### config.mk
export PLATFORM = sky130hd
export DESIGN_NAME = height_to_hue_color_top_flat
export DESIGN_NICKNAME = d
export VERILOG_FILES = /design/src/rtl/hhc_pkg.sv /design/src/rtl/hhc_if.sv /design/src/rtl/hhc_csr.sv /design/src/rtl/hhc_front.sv /design/src/rtl/hhc_div.sv /design/src/rtl/hhc_color.sv /design/src/rtl/height_to_hue_color_top.sv /design/src/flat_wrapper.sv
export SDC_FILE = /design/constraint.sdc
export NUM_CORES = 2
export LEC_CHECK = 0
export BUFFER_PORTS_ARGS = -buffer_cell sky130_fd_sc_hd__buf_2
export CAP_MARGIN = 20
export CORE_MARGIN = 4
export CORE_UTILIZATION = 25
export CTS_BUF_LIST = sky130_fd_sc_hd__clkbuf_2
export CTS_CLUSTER_SIZE = 25
export DETAILED_ROUTE_END_ITERATION = 6
export SETUP_SLACK_MARGIN = 0.4
export SLEW_MARGIN = 10
export SYNTH_ARGS = -nofsm -noshare
export SYNTH_HDL_FRONTEND = slang
export SYNTH_SLANG_ARGS = --single-unit
### constraint.sdc
create_clock -name clock -period 9.75 [get_ports clock]
set_clock_uncertainty 0.05 [all_clocks]
set_input_delay 1.4625 -clock clock [delete_from_list [all_inputs] [get_ports clock]]
set_output_delay 1.4625 -clock clock [all_outputs]
set_load 0.02 [all_outputs]
### src/rtl/hhc_pkg.sv
`default_nettype none

package hhc_pkg;

   // field and datapath widths
   localparam int HEIGHT_W = 32;
   localparam int DIFF_W   = HEIGHT_W + 1;
   localparam int REM_W    = DIFF_W + 1;
   localparam int FRAC_W   = 16;
   localparam int UNIT_W   = FRAC_W + 1;
   localparam int SCALE_W  = 16;
   localparam int PROD_W   = UNIT_W + SCALE_W;
   localparam int SCALE_FB = 15;
   localparam int H6_W     = FRAC_W + 3;
   localparam int CHAN_W   = 8;
   localparam int CHAN_FW  = UNIT_W + CHAN_W;

   // configuration port
   localparam int CSR_DATA_W = 32;
   localparam int CSR_ADDR_W = 4;
   localparam int CSR_IDX_W  = 2;

   // one in Q1.16 and the channel extremes
   localparam logic [UNIT_W-1:0] FRAC_ONE  = UNIT_W'(1) << FRAC_W;
   localparam logic [CHAN_W-1:0] CHAN_FULL = '1;
   localparam logic [CHAN_W-1:0] CHAN_ZERO = '0;

   // fallback colour for a zero height range
   localparam logic [CHAN_W-1:0] FB_RED   = CHAN_W'(255);
   localparam logic [CHAN_W-1:0] FB_GREEN = CHAN_W'(128);
   localparam logic [CHAN_W-1:0] FB_BLUE  = CHAN_W'(128);

   // register reset values
   localparam logic [HEIGHT_W-1:0] HEIGHT_MIN_RST = HEIGHT_W'(0);
   localparam logic [HEIGHT_W-1:0] HEIGHT_MAX_RST = HEIGHT_W'(65536);
   localparam logic [SCALE_W-1:0]  HUE_SCALE_RST  = SCALE_W'(26214);

   typedef enum logic [CSR_IDX_W-1:0] {
      CSR_HEIGHT_MIN = 2'd0,
      CSR_HEIGHT_MAX = 2'd1,
      CSR_HUE_SCALE  = 2'd2
   } csr_index_type;

   // hue wheel sectors, in order of rising hue
   typedef enum logic [2:0] {
      SEC_RED     = 3'd0,
      SEC_YELLOW  = 3'd1,
      SEC_GREEN   = 3'd2,
      SEC_CYAN    = 3'd3,
      SEC_BLUE    = 3'd4,
      SEC_MAGENTA = 3'd5
   } sector_type;

   // special cases that travel with an item
   typedef struct packed {
      logic zero_range;
      logic t_zero;
      logic sat;
   } flags_type;

endpackage

`default_nettype wire

### src/rtl/hhc_if.sv
`default_nettype none

interface hhc_req_if;
   import hhc_pkg::*;

   logic                       valid;
   logic                       ready;
   logic signed [HEIGHT_W-1:0] height;

   modport source (output valid, output height, input ready);
   modport sink   (input valid, input height, output ready);
endinterface

interface hhc_rsp_if;
   import hhc_pkg::*;

   logic              valid;
   logic              ready;
   logic [CHAN_W-1:0] red;
   logic [CHAN_W-1:0] green;
   logic [CHAN_W-1:0] blue;
   logic              range_error;

   modport source (output valid, output red, output green, output blue,
                   output range_error, input ready);
   modport sink   (input valid, input red, input green, input blue,
                   input range_error, output ready);
endinterface

`default_nettype wire

### src/rtl/hhc_csr.sv
`default_nettype none

module hhc_csr
   import hhc_pkg::*;
(
   input  wire logic                   clock,
   input  wire logic                   reset,
   input  wire logic                   psel,
   input  wire logic                   penable,
   input  wire logic                   pwrite,
   input  wire logic [CSR_ADDR_W-1:0]  paddr,
   input  wire logic [CSR_DATA_W-1:0]  pwdata,
   output      logic [CSR_DATA_W-1:0]  prdata,
   output      logic                   pready,
   output      logic [HEIGHT_W-1:0]    height_min,
   output      logic [HEIGHT_W-1:0]    height_max,
   output      logic [SCALE_W-1:0]     hue_scale
);

   logic                wr_en;
   logic [CSR_IDX_W-1:0] idx;
   logic [HEIGHT_W-1:0] height_min_ff;
   logic [HEIGHT_W-1:0] height_max_ff;
   logic [SCALE_W-1:0]  hue_scale_ff;

   assign pready = 1'b1;
   assign wr_en  = psel & penable & pwrite;
   assign idx    = paddr[CSR_ADDR_W-1:CSR_ADDR_W-CSR_IDX_W];

   // register writes, unknown indexes dropped
   always_ff @(posedge clock) begin
      if (reset) begin
         height_min_ff <= HEIGHT_MIN_RST;
         height_max_ff <= HEIGHT_MAX_RST;
         hue_scale_ff  <= HUE_SCALE_RST;
      end else if (wr_en) begin
         unique case (idx)
            CSR_HEIGHT_MIN: height_min_ff <= pwdata[HEIGHT_W-1:0];
            CSR_HEIGHT_MAX: height_max_ff <= pwdata[HEIGHT_W-1:0];
            CSR_HUE_SCALE:  hue_scale_ff  <= pwdata[SCALE_W-1:0];
            default: ;
         endcase
      end
   end

   // read back
   always_comb begin
      unique case (idx)
         CSR_HEIGHT_MIN: prdata = height_min_ff;
         CSR_HEIGHT_MAX: prdata = height_max_ff;
         CSR_HUE_SCALE:  prdata = CSR_DATA_W'(hue_scale_ff);
         default:        prdata = '0;
      endcase
   end

   assign height_min = height_min_ff;
   assign height_max = height_max_ff;
   assign hue_scale  = hue_scale_ff;

endmodule

`default_nettype wire

### src/rtl/hhc_front.sv
`default_nettype none

module hhc_front
   import hhc_pkg::*;
(
   input  wire logic                clock,
   input  wire logic                reset,
   input  wire logic                in_valid,
   output      logic                in_ready,
   input  wire logic [HEIGHT_W-1:0] height,
   input  wire logic [HEIGHT_W-1:0] height_min,
   input  wire logic [HEIGHT_W-1:0] height_max,
   output      logic                out_valid,
   input  wire logic                out_ready,
   output      logic [DIFF_W-1:0]   num_mag,
   output      logic [DIFF_W-1:0]   den_mag,
   output      flags_type           flags
);

   logic              a_valid_ff;
   logic              b_valid_ff;
   logic              a_ready;
   logic              b_ready;
   logic [DIFF_W-1:0] num_ff;
   logic [DIFF_W-1:0] den_ff;
   logic [DIFF_W-1:0] num_in;
   logic [DIFF_W-1:0] den_in;
   logic [DIFF_W-1:0] an_ff;
   logic [DIFF_W-1:0] ad_ff;
   logic [DIFF_W-1:0] an_in;
   logic [DIFF_W-1:0] ad_in;
   flags_type         flags_ff;
   flags_type         flags_in;

   // stage handshake, a stage moves on when it is empty or its successor moves
   assign b_ready  = !b_valid_ff || out_ready;
   assign a_ready  = !a_valid_ff || b_ready;
   assign in_ready = a_ready;

   always_ff @(posedge clock) begin
      if (reset) begin
         a_valid_ff <= 1'b0;
         b_valid_ff <= 1'b0;
      end else begin
         if (a_ready) begin
            a_valid_ff <= in_valid;
         end
         if (b_ready) begin
            b_valid_ff <= a_valid_ff;
         end
      end
   end

   // stage a: signed differences against the low end of the range
   assign num_in = {height[HEIGHT_W-1], height} - {height_min[HEIGHT_W-1], height_min};
   assign den_in = {height_max[HEIGHT_W-1], height_max}
                   - {height_min[HEIGHT_W-1], height_min};

   always_ff @(posedge clock) begin
      if (a_ready) begin
         num_ff <= num_in;
         den_ff <= den_in;
      end
   end

   // stage b: magnitudes and the sign and zero cases
   always_comb begin
      an_in               = num_ff[DIFF_W-1] ? -num_ff : num_ff;
      ad_in               = den_ff[DIFF_W-1] ? -den_ff : den_ff;
      flags_in.zero_range = (den_ff == '0);
      flags_in.t_zero     = (num_ff == '0) || (num_ff[DIFF_W-1] != den_ff[DIFF_W-1]);
      flags_in.sat        = 1'b0;
   end

   always_ff @(posedge clock) begin
      if (b_ready) begin
         an_ff    <= an_in;
         ad_ff    <= ad_in;
         flags_ff <= flags_in;
      end
   end

   assign out_valid = b_valid_ff;
   assign num_mag   = an_ff;
   assign den_mag   = ad_ff;
   assign flags     = flags_ff;

endmodule

`default_nettype wire

### src/rtl/hhc_div.sv
`default_nettype none

module hhc_div
   import hhc_pkg::*;
(
   input  wire logic              clock,
   input  wire logic              reset,
   input  wire logic              in_valid,
   output      logic              in_ready,
   input  wire logic [DIFF_W-1:0] num_mag,
   input  wire logic [DIFF_W-1:0] den_mag,
   input  wire flags_type         in_flags,
   output      logic              out_valid,
   input  wire logic              out_ready,
   output      logic [FRAC_W-1:0] quot,
   output      flags_type         out_flags
);

   // one range check stage, then one quotient bit per stage
   localparam int NSTAGE = FRAC_W + 1;

   logic [NSTAGE-1:0] valid_ff;
   logic [NSTAGE-1:0] rdy;
   logic [REM_W-1:0]  rem_ff   [NSTAGE];
   logic [FRAC_W-1:0] q_ff     [NSTAGE];
   logic [DIFF_W-1:0] ad_ff    [NSTAGE];
   flags_type         flags_ff [NSTAGE];
   flags_type         flags0_in;

   // ready chain, back to front
   always_comb begin
      rdy[NSTAGE-1] = !valid_ff[NSTAGE-1] || out_ready;
      for (int i = NSTAGE - 2; i >= 0; i--) begin
         rdy[i] = !valid_ff[i] || rdy[i+1];
      end
   end

   assign in_ready = rdy[0];

   always_ff @(posedge clock) begin
      if (reset) begin
         valid_ff <= '0;
      end else begin
         for (int i = 0; i < NSTAGE; i++) begin
            if (rdy[i]) begin
               valid_ff[i] <= (i == 0) ? in_valid : valid_ff[(i == 0) ? 0 : i - 1];
            end
         end
      end
   end

   // range check: a quotient of one or more saturates
   always_comb begin
      flags0_in     = in_flags;
      flags0_in.sat = (num_mag >= den_mag);
   end

   always_ff @(posedge clock) begin
      if (rdy[0]) begin
         rem_ff[0]   <= {1'b0, num_mag};
         q_ff[0]     <= '0;
         ad_ff[0]    <= den_mag;
         flags_ff[0] <= flags0_in;
      end
   end

   // restoring division steps
   for (genvar k = 1; k < NSTAGE; k++) begin : g_step
      logic [REM_W-1:0] rem2;
      logic             ge;
      logic [REM_W-1:0] rem_in;

      always_comb begin
         rem2   = {rem_ff[k-1][REM_W-2:0], 1'b0};
         ge     = (rem2 >= {1'b0, ad_ff[k-1]});
         rem_in = ge ? rem2 - {1'b0, ad_ff[k-1]} : rem2;
      end

      always_ff @(posedge clock) begin
         if (rdy[k]) begin
            rem_ff[k]   <= rem_in;
            q_ff[k]     <= {q_ff[k-1][FRAC_W-2:0], ge};
            ad_ff[k]    <= ad_ff[k-1];
            flags_ff[k] <= flags_ff[k-1];
         end
      end
   end

   assign out_valid = valid_ff[NSTAGE-1];
   assign quot      = q_ff[NSTAGE-1];
   assign out_flags = flags_ff[NSTAGE-1];

endmodule

`default_nettype wire

### src/rtl/hhc_color.sv
`default_nettype none

module hhc_color
   import hhc_pkg::*;
(
   input  wire logic               clock,
   input  wire logic               reset,
   input  wire logic               in_valid,
   output      logic               in_ready,
   input  wire logic [FRAC_W-1:0]  quot,
   input  wire flags_type          in_flags,
   input  wire logic [SCALE_W-1:0] hue_scale,
   output      logic               out_valid,
   input  wire logic               out_ready,
   output      logic [CHAN_W-1:0]  red,
   output      logic [CHAN_W-1:0]  green,
   output      logic [CHAN_W-1:0]  blue,
   output      logic               range_error
);

   localparam int NSTAGE = 4;

   logic [NSTAGE-1:0] valid_ff;
   logic [NSTAGE-1:0] rdy;
   logic [NSTAGE-1:0] zero_ff;

   logic [UNIT_W-1:0] t_val;
   logic [UNIT_W-1:0] inv_ff;
   logic [PROD_W-1:0] prod;
   logic [FRAC_W-1:0] hue_ff;
   logic [H6_W-1:0]   h6;
   sector_type        sector_in;
   sector_type        sector_ff;
   logic [UNIT_W-1:0] ramp_in;
   logic [UNIT_W-1:0] ramp_ff;
   logic [CHAN_FW-1:0] ramp_x255;
   logic [CHAN_W-1:0] nc;
   logic [CHAN_W-1:0] red_in;
   logic [CHAN_W-1:0] green_in;
   logic [CHAN_W-1:0] blue_in;
   logic [CHAN_W-1:0] red_ff;
   logic [CHAN_W-1:0] green_ff;
   logic [CHAN_W-1:0] blue_ff;

   // ready chain, back to front
   always_comb begin
      rdy[NSTAGE-1] = !valid_ff[NSTAGE-1] || out_ready;
      for (int i = NSTAGE - 2; i >= 0; i--) begin
         rdy[i] = !valid_ff[i] || rdy[i+1];
      end
   end

   assign in_ready = rdy[0];

   always_ff @(posedge clock) begin
      if (reset) begin
         valid_ff <= '0;
      end else begin
         for (int i = 0; i < NSTAGE; i++) begin
            if (rdy[i]) begin
               valid_ff[i] <= (i == 0) ? in_valid : valid_ff[(i == 0) ? 0 : i - 1];
            end
         end
      end
   end

   // zero range flag follows the item
   always_ff @(posedge clock) begin
      for (int i = 0; i < NSTAGE; i++) begin
         if (rdy[i]) begin
            zero_ff[i] <= (i == 0) ? in_flags.zero_range : zero_ff[(i == 0) ? 0 : i - 1];
         end
      end
   end

   // stage 1: clamp the fraction and invert it
   always_comb begin
      priority if (in_flags.t_zero) begin
         t_val = '0;
      end else if (in_flags.sat) begin
         t_val = FRAC_ONE;
      end else begin
         t_val = {1'b0, quot};
      end
   end

   always_ff @(posedge clock) begin
      if (rdy[0]) begin
         inv_ff <= FRAC_ONE - t_val;
      end
   end

   // stage 2: scale, keep the fractional hue
   assign prod = inv_ff * hue_scale;

   always_ff @(posedge clock) begin
      if (rdy[1]) begin
         hue_ff <= prod[SCALE_FB +: FRAC_W];
      end
   end

   // stage 3: sector and ramp, ramp reversed in odd sectors
   always_comb begin
      h6        = {1'b0, hue_ff, 2'b00} + {2'b00, hue_ff, 1'b0};
      sector_in = sector_type'(h6[H6_W-1:FRAC_W]);
      ramp_in   = h6[FRAC_W] ? FRAC_ONE - {1'b0, h6[FRAC_W-1:0]}
                             : {1'b0, h6[FRAC_W-1:0]};
   end

   always_ff @(posedge clock) begin
      if (rdy[2]) begin
         sector_ff <= sector_in;
         ramp_ff   <= ramp_in;
      end
   end

   // stage 4: ramp to channel and channel order
   always_comb begin
      ramp_x255 = {ramp_ff, CHAN_W'(0)} - CHAN_FW'(ramp_ff);
      nc        = ramp_x255[FRAC_W +: CHAN_W];
      unique case (sector_ff)
         SEC_RED: begin
            red_in = CHAN_FULL; green_in = nc;        blue_in = CHAN_ZERO;
         end
         SEC_YELLOW: begin
            red_in = nc;        green_in = CHAN_FULL; blue_in = CHAN_ZERO;
         end
         SEC_GREEN: begin
            red_in = CHAN_ZERO; green_in = CHAN_FULL; blue_in = nc;
         end
         SEC_CYAN: begin
            red_in = CHAN_ZERO; green_in = nc;        blue_in = CHAN_FULL;
         end
         SEC_BLUE: begin
            red_in = nc;        green_in = CHAN_ZERO; blue_in = CHAN_FULL;
         end
         default: begin
            red_in = CHAN_FULL; green_in = CHAN_ZERO; blue_in = nc;
         end
      endcase
      if (zero_ff[2]) begin
         red_in   = FB_RED;
         green_in = FB_GREEN;
         blue_in  = FB_BLUE;
      end
   end

   always_ff @(posedge clock) begin
      if (rdy[3]) begin
         red_ff   <= red_in;
         green_ff <= green_in;
         blue_ff  <= blue_in;
      end
   end

   assign out_valid   = valid_ff[NSTAGE-1];
   assign red         = red_ff;
   assign green       = green_ff;
   assign blue        = blue_ff;
   assign range_error = zero_ff[NSTAGE-1];

   // fallback colour goes with the range flag
   a_fallback: assert property (@(posedge clock) disable iff (reset)
      out_valid && range_error |-> red == FB_RED && green == FB_GREEN && blue == FB_BLUE)
      else $error("fallback colour missing on zero range");

   // a normal colour always has one full channel
   a_full_chan: assert property (@(posedge clock) disable iff (reset)
      out_valid && !range_error |-> red == CHAN_FULL || green == CHAN_FULL
                                    || blue == CHAN_FULL)
      else $error("no full channel in colour");

   // and always one dark channel
   a_zero_chan: assert property (@(posedge clock) disable iff (reset)
      out_valid && !range_error |-> red == CHAN_ZERO || green == CHAN_ZERO
                                    || blue == CHAN_ZERO)
      else $error("no zero channel in colour");

endmodule

`default_nettype wire

### src/rtl/height_to_hue_color_top.sv
`default_nettype none

// channel   direction  payload                          handshake
// req       in         height (s32, Q16.16)             valid / ready
// rsp       out        red, green, blue (u8), range_error valid / ready
// csr       in         height_min, height_max, hue_scale  APB write, pready tied high
//
// one item per cycle sustained while the rsp side does not stall; 23 register
// stages lie between req and rsp
// the divider has one quotient bit per stage over 16 stages, and there are
// two front stages, one range check stage and four colour stages
// every stage holds its own valid bit and fills whenever it is empty, so a
// stalled rsp side lets the pipe close its bubbles before req ready drops
// reset is synchronous and clears the valid bits and the configuration registers

module height_to_hue_color_top
   import hhc_pkg::*;
(
   input  wire logic                  clock,
   input  wire logic                  reset,
   hhc_req_if.sink                    req_port,
   hhc_rsp_if.source                  rsp_port,
   input  wire logic                  psel,
   input  wire logic                  penable,
   input  wire logic                  pwrite,
   input  wire logic [CSR_ADDR_W-1:0] paddr,
   input  wire logic [CSR_DATA_W-1:0] pwdata,
   output      logic [CSR_DATA_W-1:0] prdata,
   output      logic                  pready
);

   logic [HEIGHT_W-1:0] height_min;
   logic [HEIGHT_W-1:0] height_max;
   logic [SCALE_W-1:0]  hue_scale;

   logic                fr_valid;
   logic                fr_ready;
   logic [DIFF_W-1:0]   num_mag;
   logic [DIFF_W-1:0]   den_mag;
   flags_type           fr_flags;

   logic                dv_valid;
   logic                dv_ready;
   logic [FRAC_W-1:0]   quot;
   flags_type           dv_flags;

   // configuration registers
   hhc_csr u_csr (
      .clock      (clock),
      .reset      (reset),
      .psel       (psel),
      .penable    (penable),
      .pwrite     (pwrite),
      .paddr      (paddr),
      .pwdata     (pwdata),
      .prdata     (prdata),
      .pready     (pready),
      .height_min (height_min),
      .height_max (height_max),
      .hue_scale  (hue_scale)
   );

   // differences and magnitudes
   hhc_front u_front (
      .clock      (clock),
      .reset      (reset),
      .in_valid   (req_port.valid),
      .in_ready   (req_port.ready),
      .height     (req_port.height),
      .height_min (height_min),
      .height_max (height_max),
      .out_valid  (fr_valid),
      .out_ready  (fr_ready),
      .num_mag    (num_mag),
      .den_mag    (den_mag),
      .flags      (fr_flags)
   );

   // normalised height by pipelined division
   hhc_div u_div (
      .clock     (clock),
      .reset     (reset),
      .in_valid  (fr_valid),
      .in_ready  (fr_ready),
      .num_mag   (num_mag),
      .den_mag   (den_mag),
      .in_flags  (fr_flags),
      .out_valid (dv_valid),
      .out_ready (dv_ready),
      .quot      (quot),
      .out_flags (dv_flags)
   );

   // hue and colour
   hhc_color u_color (
      .clock       (clock),
      .reset       (reset),
      .in_valid    (dv_valid),
      .in_ready    (dv_ready),
      .quot        (quot),
      .in_flags    (dv_flags),
      .hue_scale   (hue_scale),
      .out_valid   (rsp_port.valid),
      .out_ready   (rsp_port.ready),
      .red         (rsp_port.red),
      .green       (rsp_port.green),
      .blue        (rsp_port.blue),
      .range_error (rsp_port.range_error)
   );

endmodule

`default_nettype wire

### src/flat_wrapper.sv
// flat-port wrapper written by rule: the top's interface ports become plain ports
module height_to_hue_color_top_flat import hhc_pkg::*;
  (clock, reset, psel, penable, pwrite, paddr, pwdata, prdata, pready, req_port_valid, req_port_height, req_port_ready, rsp_port_valid, rsp_port_red, rsp_port_green, rsp_port_blue, rsp_port_range_error, rsp_port_ready);
  hhc_req_if req_port_i ();
  hhc_rsp_if rsp_port_i ();
  input  wire logic clock;
  input  wire logic reset;
  input  wire logic psel;
  input  wire logic penable;
  input  wire logic pwrite;
  input  wire logic [CSR_ADDR_W-1:0] paddr;
  input  wire logic [CSR_DATA_W-1:0] pwdata;
  output      logic [CSR_DATA_W-1:0] prdata;
  output      logic pready;
  input wire logic [$bits(req_port_i.valid)-1:0] req_port_valid;
  input wire logic [$bits(req_port_i.height)-1:0] req_port_height;
  output wire logic [$bits(req_port_i.ready)-1:0] req_port_ready;
  output wire logic [$bits(rsp_port_i.valid)-1:0] rsp_port_valid;
  output wire logic [$bits(rsp_port_i.red)-1:0] rsp_port_red;
  output wire logic [$bits(rsp_port_i.green)-1:0] rsp_port_green;
  output wire logic [$bits(rsp_port_i.blue)-1:0] rsp_port_blue;
  output wire logic [$bits(rsp_port_i.range_error)-1:0] rsp_port_range_error;
  input wire logic [$bits(rsp_port_i.ready)-1:0] rsp_port_ready;
  assign req_port_i.valid = req_port_valid;
  assign req_port_i.height = req_port_height;
  assign req_port_ready = req_port_i.ready;
  assign rsp_port_valid = rsp_port_i.valid;
  assign rsp_port_red = rsp_port_i.red;
  assign rsp_port_green = rsp_port_i.green;
  assign rsp_port_blue = rsp_port_i.blue;
  assign rsp_port_range_error = rsp_port_i.range_error;
  assign rsp_port_i.ready = rsp_port_ready;
  height_to_hue_color_top u_core (.clock(clock), .reset(reset), .req_port(req_port_i), .rsp_port(rsp_port_i), .psel(psel), .penable(penable), .pwrite(pwrite), .paddr(paddr), .pwdata(pwdata), .prdata(prdata), .pready(pready));
endmodule
; ---- After elaboration in Yosys (flattened, before gate mapping)
; Memories as Yosys holds them, arrays and structs flattened.
; Index checks and enable logic that the tools add are counted.
[word_totals]
ff_bits = 318
ramBits = 1462
inputBits = 75
mem_count = 4
[classes]
n_addsub = 24
multipliers = 1
magnitude_cmp = 17
n_eq_ne = 7
muxes = 59
n_bitwise = 2
n_reduce_logical = 60
[mem_list]
columns = memory, words, word_bits, read_ports, rd_clocked_by_memory_dff, write_ports, line_no
row1 = u_core.u_div.rem_ff, 17, 34, 16, 0, 17, hhc_div.sv:24  ; logic [REM_W-1:0] rem_ff [NSTAGE];
row2 = u_core.u_div.ad_ff, 17, 33, 16, 0, 17, hhc_div.sv:26  ; logic [DIFF_W-1:0] ad_ff [NSTAGE];
row3 = u_core.u_div.q_ff, 17, 16, 17, 0, 17, hhc_div.sv:25  ; logic [FRAC_W-1:0] q_ff [NSTAGE];
row4 = u_core.u_div.flags_ff, 17, 3, 17, 0, 17, hhc_div.sv:27  ; flags_type flags_ff [NSTAGE];
[ops]
columns = operator, n
row1 = 34-bit by 33-bit greater-or-equal comparator with 1-bit output, 16
row2 = 34-bit 2-to-1 mux, 16
row3 = 34-bit by 33-bit subtractor with 34-bit output, 16
row4 = 32-bit case mux with 3 select lines, 1
row5 = 33-bit zero test, 2
row6 = 33-bit negator, 2
row7 = 32-bit by 32-bit subtractor with 33-bit output, 2
row8 = 32-bit 2-to-1 mux, 2
row9 = 8-bit case mux with 2 select lines, 3
row10 = 1-bit 2-to-1 mux, 34
row11 = 17-bit 2-to-1 mux, 2
row12 = 33-bit greater-or-equal comparator, 1
row13 = 17-bit by 16-bit multiplier with 31-bit output, 1
row14 = 1-bit logical OR, 24
row15 = 24-bit by 17-bit subtractor with 24-bit output, 1
row16 = 1-bit zero test, 23
row17 = 18-bit by 17-bit adder with 19-bit output, 1
row18 = 17-bit by 16-bit subtractor with 17-bit output (first input constant), 1
row19 = 17-bit subtractor (first input constant), 1
row20 = 16-bit 2-to-1 mux, 1
row21 = 2-bit OR reduction, 6
row22 = 3-bit by 2-bit equality test with 1-bit output (second input constant), 2
row23 = 2-bit AND reduction, 3
row24 = 3-bit by 1-bit equality test with 1-bit output (second input constant), 1
row25 = 7 further kinds, 8

; ---- Depth between registers and ports, before layout
[depth]
depth_word = 24
depth_mapped = 26
mapped_depth_nobuf = 25

; ---- Modules after synthesis
; From an unflattened synthesis, not the netlist that was laid out.
[hier_totals]
cells_unflattened = 9019
area_unflattened_um2 = 97382.1
[modules_own_cells]
columns = mod, instances, cells_each, area_each_um2, seq_area_each_um2
row1 = hhc_div, 1, 6339, 71182.0, 37666.1
row2 = hhc_color, 1, 1387, 13131.3, 2482.4
row3 = hhc_front, 1, 892, 9168.8, 4063.9
row4 = hhc_csr, 1, 401, 3900.0, 1601.5

; ---- Worst setup path before layout
; No wires, ideal clock.
[synth_timing]
path_type = input port to output port
start = input rsp_port_ready
end = output req_port_ready
arrival_ps = 6965
path_slack_ps = 1272
cell_stages = 12
path_buffers = 2
cell_sequence = nor2b_1 > inv_1 > nor2_1 > and2_1 > and3_1 > clkbuf_1 > and3_1 > and3_1 > clkbuf_1 > inv_1 > nor2_1 > nand4_1
[synth_via]
elab_chain_len = 23
[synth_lines]
columns = element, line_no
row1 = start: declaration, flat_wrapper.sv:23  ; input wire logic [$bits(rsp_port_i.ready)-1:0] rsp_port_ready;
row2 = 1-bit logical OR, hhc_color.sv:47  ; rdy[NSTAGE-1] = !valid_ff[NSTAGE-1] || out_ready;
row3 = net u_core.u_color.rdy[3], hhc_color.sv:24  ; logic [NSTAGE-1:0] rdy;
row4 = 1-bit logical OR (3 in series), hhc_color.sv:49  ; rdy[i] = !valid_ff[i] || rdy[i+1];
row5 = 1-bit logical OR, hhc_div.sv:32  ; rdy[NSTAGE-1] = !valid_ff[NSTAGE-1] || out_ready;
row6 = 1-bit logical OR (11 in series), hhc_div.sv:34  ; rdy[i] = !valid_ff[i] || rdy[i+1];
row7 = net u_core.u_div.rdy[5], hhc_div.sv:23  ; logic [NSTAGE-1:0] rdy;
row8 = 1-bit logical OR (5 in series), hhc_div.sv:34
row9 = 1-bit logical OR, hhc_front.sv:36  ; assign b_ready = !b_valid_ff || out_ready;
row10 = 1-bit logical OR, hhc_front.sv:37  ; assign a_ready = !a_valid_ff || b_ready;
row11 = end: declaration, flat_wrapper.sv:17  ; output wire logic [$bits(req_port_i.ready)-1:0] req_port_ready;
; The timed path passes the listed nets, and every way through them passes these cells.

; ---- Worst setup path after layout
; Ends and elaborated chain as after synthesis.

==> results.toml <==
[outcome]
outcome = "completed"

[floorplanning]
dieHeight_um = 622.0
row_count = 225
die_area_sq_um = 386900
chipWidth_um = 622.0
io_pins = 135
core_sq_um = 375500
start_util = 0.2510

[grt]
grt_util_all_layers = 0.1049
antenna_found_initial = 10
grt_pass1_vias = 62500
grt_max_degree = 82
grt-ovfl-total = 0
grt_pass1_wl_mm = 333.4

[yosys]
synthFlopType = "edfxtp_1"
synth_top_area_share = 0.4642
synth_edf_count = 1457
synth_seq_cells = 1560
yosysMostFrequentCell = "edfxtp_1"
async_reset_ff_frac = 0
ys_seq_area_frac = 0.4861
synthCells = 8745
avgSynthCellArea_sq_um = 10.78
synthTopCellsByArea = "edfxtp_1 46%, ha_1 9.9%, fa_1 4.8%"
yosysTopAreaCell = "edfxtp_1"
synth_common_cells = "1457 x edfxtp_1, 1073 x inv_1, 809 x a21oi_1"
synth_cell_type_count = 79
yosys_warnings = 0
netlist_area_sq_um = 94250
synth_nets = 9790

[detailed_routing]
ant_nets = 0
wl_per_cell_um = 14.47
routed_wl_mm = 208.8
drcViolationCount = 0
drt-initial-drc-count = 3560
vias = 63350
vias_per_cell = 4.389
firstDrtPassIters = 5

[worst_setup_path]
r2r-end = "u_core.u_color.hue_ff[15]"
worstReg2RegStart = "u_core.u_csr.hue_scale[12]"
cp_max_fo = 26
rrSetupSlack_ns = 2.26
worst_setup_path_start_kind = "input port"
r2r_cells = 23
cp.depth = 13
worstSetupEndpoint = "req_port_ready"
cp_top_family = "simple AND/OR/NAND/NOR gates"
crit_chain = "dlygate4sd3_1 -> buf_2 -> nor2b_1 -> inv_1 -> nor2_1 -> and2_1 -> and3_1 -> and3_1 -> and3_1 -> inv_2 -> nor2_1 -> nand4_1 -> buf_2"
crit_arrival_ns = 6.69
cp_slowest_cell = "nor2_1"
critPathLaunch = "rsp_port_ready"
end_kind = "output port"
required_ns = 8.24
crit_top_cell = "and3_1"
path_class = "in2out"
max_stage_delay_ns = 0.60
worst-path-buf-inv = 5

[clock_tree]
cts_buffers = 377
ctsResizeCount = 0
cts_tree = "yes"
cts_root_buffer = "clkbuf_2"
cts_buffer_depth = 4
clk_latency_ns = 1.54
post-cts-setup-buffers = 0
h-tree-depth = 5
clkSlewWorstSetupHoldPaths_ns = 0.11
ctsHoldBuffers = 33
cts.sinks = 1560

[sta]
tns_ns = 0
fmax_mhz = 122.0
rsz0062_at_grt = "no"
slew-limit-headroom = 0.2709
slew_violations = 0
post-route-period-util = 0.8408
hold_viol = 0
tightest_slew_ns = 1.084
period_minus_slack_ns = 8.198
setup_viol = 0

[finish]
final_nets = 10200
area_growth_pct = 11.11
drive_above_1_share = 0.1076

[flow_run]
max-cap-violations = 0

[place]
dpl.hpwl_mm = 159.1
portBuffers = 131
gp_congestion = 0.8716

[hold_path]
hold_start = "u_core.u_div.q_ff[3][11]"
hp-class = "reg2reg"
## logic make-up (layout without fill, tap and decap cells)
kind of cell | count (synthesis) | after routing | share of synthesized area
fa+ha+maj | 970 | 970 | 0.1466
mux | 213 | 213 | 0.02492
other cells | 1 | 7 | 0.00003979
compound gates | 1990 | 1990 | 0.1301
xor+xnor | 586 | 586 | 0.05446
simple gates | 2163 | 2163 | 0.1068
flops | 1560 | 1560 | 0.4861
buf+inv | 1262 | 1952 | 0.05091
## placed cells by master, fill, tap and decap left out, types with 65 or more instances in the layout
| master | Yosys | final |
|---|---|---|
| o21bai_1 | 65 | 65 |
| xnor2_1 | 409 | 409 |
| mux2_2 | 173 | 173 |
| clkbuf_2 | 0 | 528 |
| nand2_1 | 661 | 655 |
| a21o_1 | 256 | 256 |
| nor3_1 | 104 | 102 |
| clkinv_1 | 0 | 100 |
| ha_1 | 746 | 746 |
| o21a_1 | 99 | 98 |
| inv_1 | 1073 | 1068 |
| o21ai_0 | 362 | 362 |
| nand2b_1 | 77 | 77 |
| dfxtp_1 | 103 | 103 |
| fa_1 | 224 | 224 |
| edfxtp_1 | 1457 | 1457 |
| nand4_1 | 73 | 73 |
| buf_2 | 28 | 130 |
| nand3_1 | 103 | 100 |
| xor2_1 | 177 | 177 |
| and2_1 | 164 | 164 |
| nor2_1 | 675 | 675 |
| a21oi_1 | 809 | 807 |
## through the flow
| step | util | instance area [sq um] | setup slack (ns) | hold slack, ns | instances |
|---|---|---|---|---|---|
| 3_3_place_gp | 0.2689 | 101000 | 2.132 | 0.3504 | 13730 |
| 4_1_cts | 0.2787 | 104700 | 1.450 | 0.002182 | 14430 |
| 5_1_grt | 0.2788 | 104700 | 1.068 | 0.05239 | 14430 |
| 6_report | 0.2788 | 104700 | 1.552 | 0.2759 | 14440 |
| 2_1_floorplan | - | 94250 | 1.272 | 0.3503 | 8745 |
| 3_5_place_dp | 0.2689 | 101000 | 2.062 | 0.3545 | 13730 |
## layout make-up
cell class / instances / area (sq um)
Antenna cell: 6 / 15.01
Multi-Input combinational cell: 5923 / 43840
Tap cell: 4994 / 6248
Fill cell: 39300 / 270800
Clock inverter: 135 / 734.5
Clock buffer: 528 / 2643
Inverter: 1073 / 4030
Timing Repair Buffer: 216 / 1391
Sequential cell: 1560 / 45810
## state kept, by name, indices dropped and copies added (netlist names), 17 cells and up
signal and cells:
u_core.u_color.inv_ff 17, u_core.u_csr.height_max 32, u_core.u_csr.height_min 32, u_core.u_div.ad_ff 528
u_core.u_div.flags_ff 51, u_core.u_div.q_ff 136, u_core.u_div.rem_ff 528, u_core.u_div.valid_ff 17
u_core.u_front.den_ff 33, u_core.u_front.den_mag 33, u_core.u_front.num_ff 33, u_core.u_front.num_mag 33
## worst register-to-register path, cell delays in order, from the launching register on
cell and delay (ns):
dfxtp_1 1.02, nand2_1 0.19, fa_1 0.58, inv_1 0.04, ha_1 0.26, inv_1 0.05
fa_1 0.58, inv_1 0.08, fa_1 0.51, fa_1 0.58, inv_1 0.07, fa_1 0.54
inv_1 0.04, ha_1 0.31, a41o_1 0.23, a21oi_1 0.10, o21ai_0 0.24, a21oi_1 0.21
o21ai_0 0.16, o21ai_0 0.40, o31ai_1 0.18, and4_1 0.22, a2111oi_0 0.47, xnor2_1 0.10
## routing by layer
layer / global-route usage / routed length (um) / up-vias
li1: - / - / 31950
met1: 0.1353 / 95300 / 29610
met2: 0.1722 / 95200 / 1336
met3: 0.01887 / 9564 / 448
met4: 0.04422 / 8745 / 4
met5: 0 / 19 / -
## worst min-delay path by stage
stage,end,slack [ns],cells after the start
finish,u_core.u_div.q_ff[3][28],0.28,0
CTS,u_core.u_front.a_valid_ff,0.002,3
global placement,u_core.u_div.q_ff[3][60],0.35,0
floorplan,u_core.u_color.zero_ff[0],0.35,0
global route,u_core.u_front.a_valid_ff,0.05,3
detailed placement,u_core.u_div.flags_ff[1][18],0.35,0
Power is left out: the tool's default activity adds up to more than one toggle a clock period on the data nets, which glitch-free logic cannot reach.
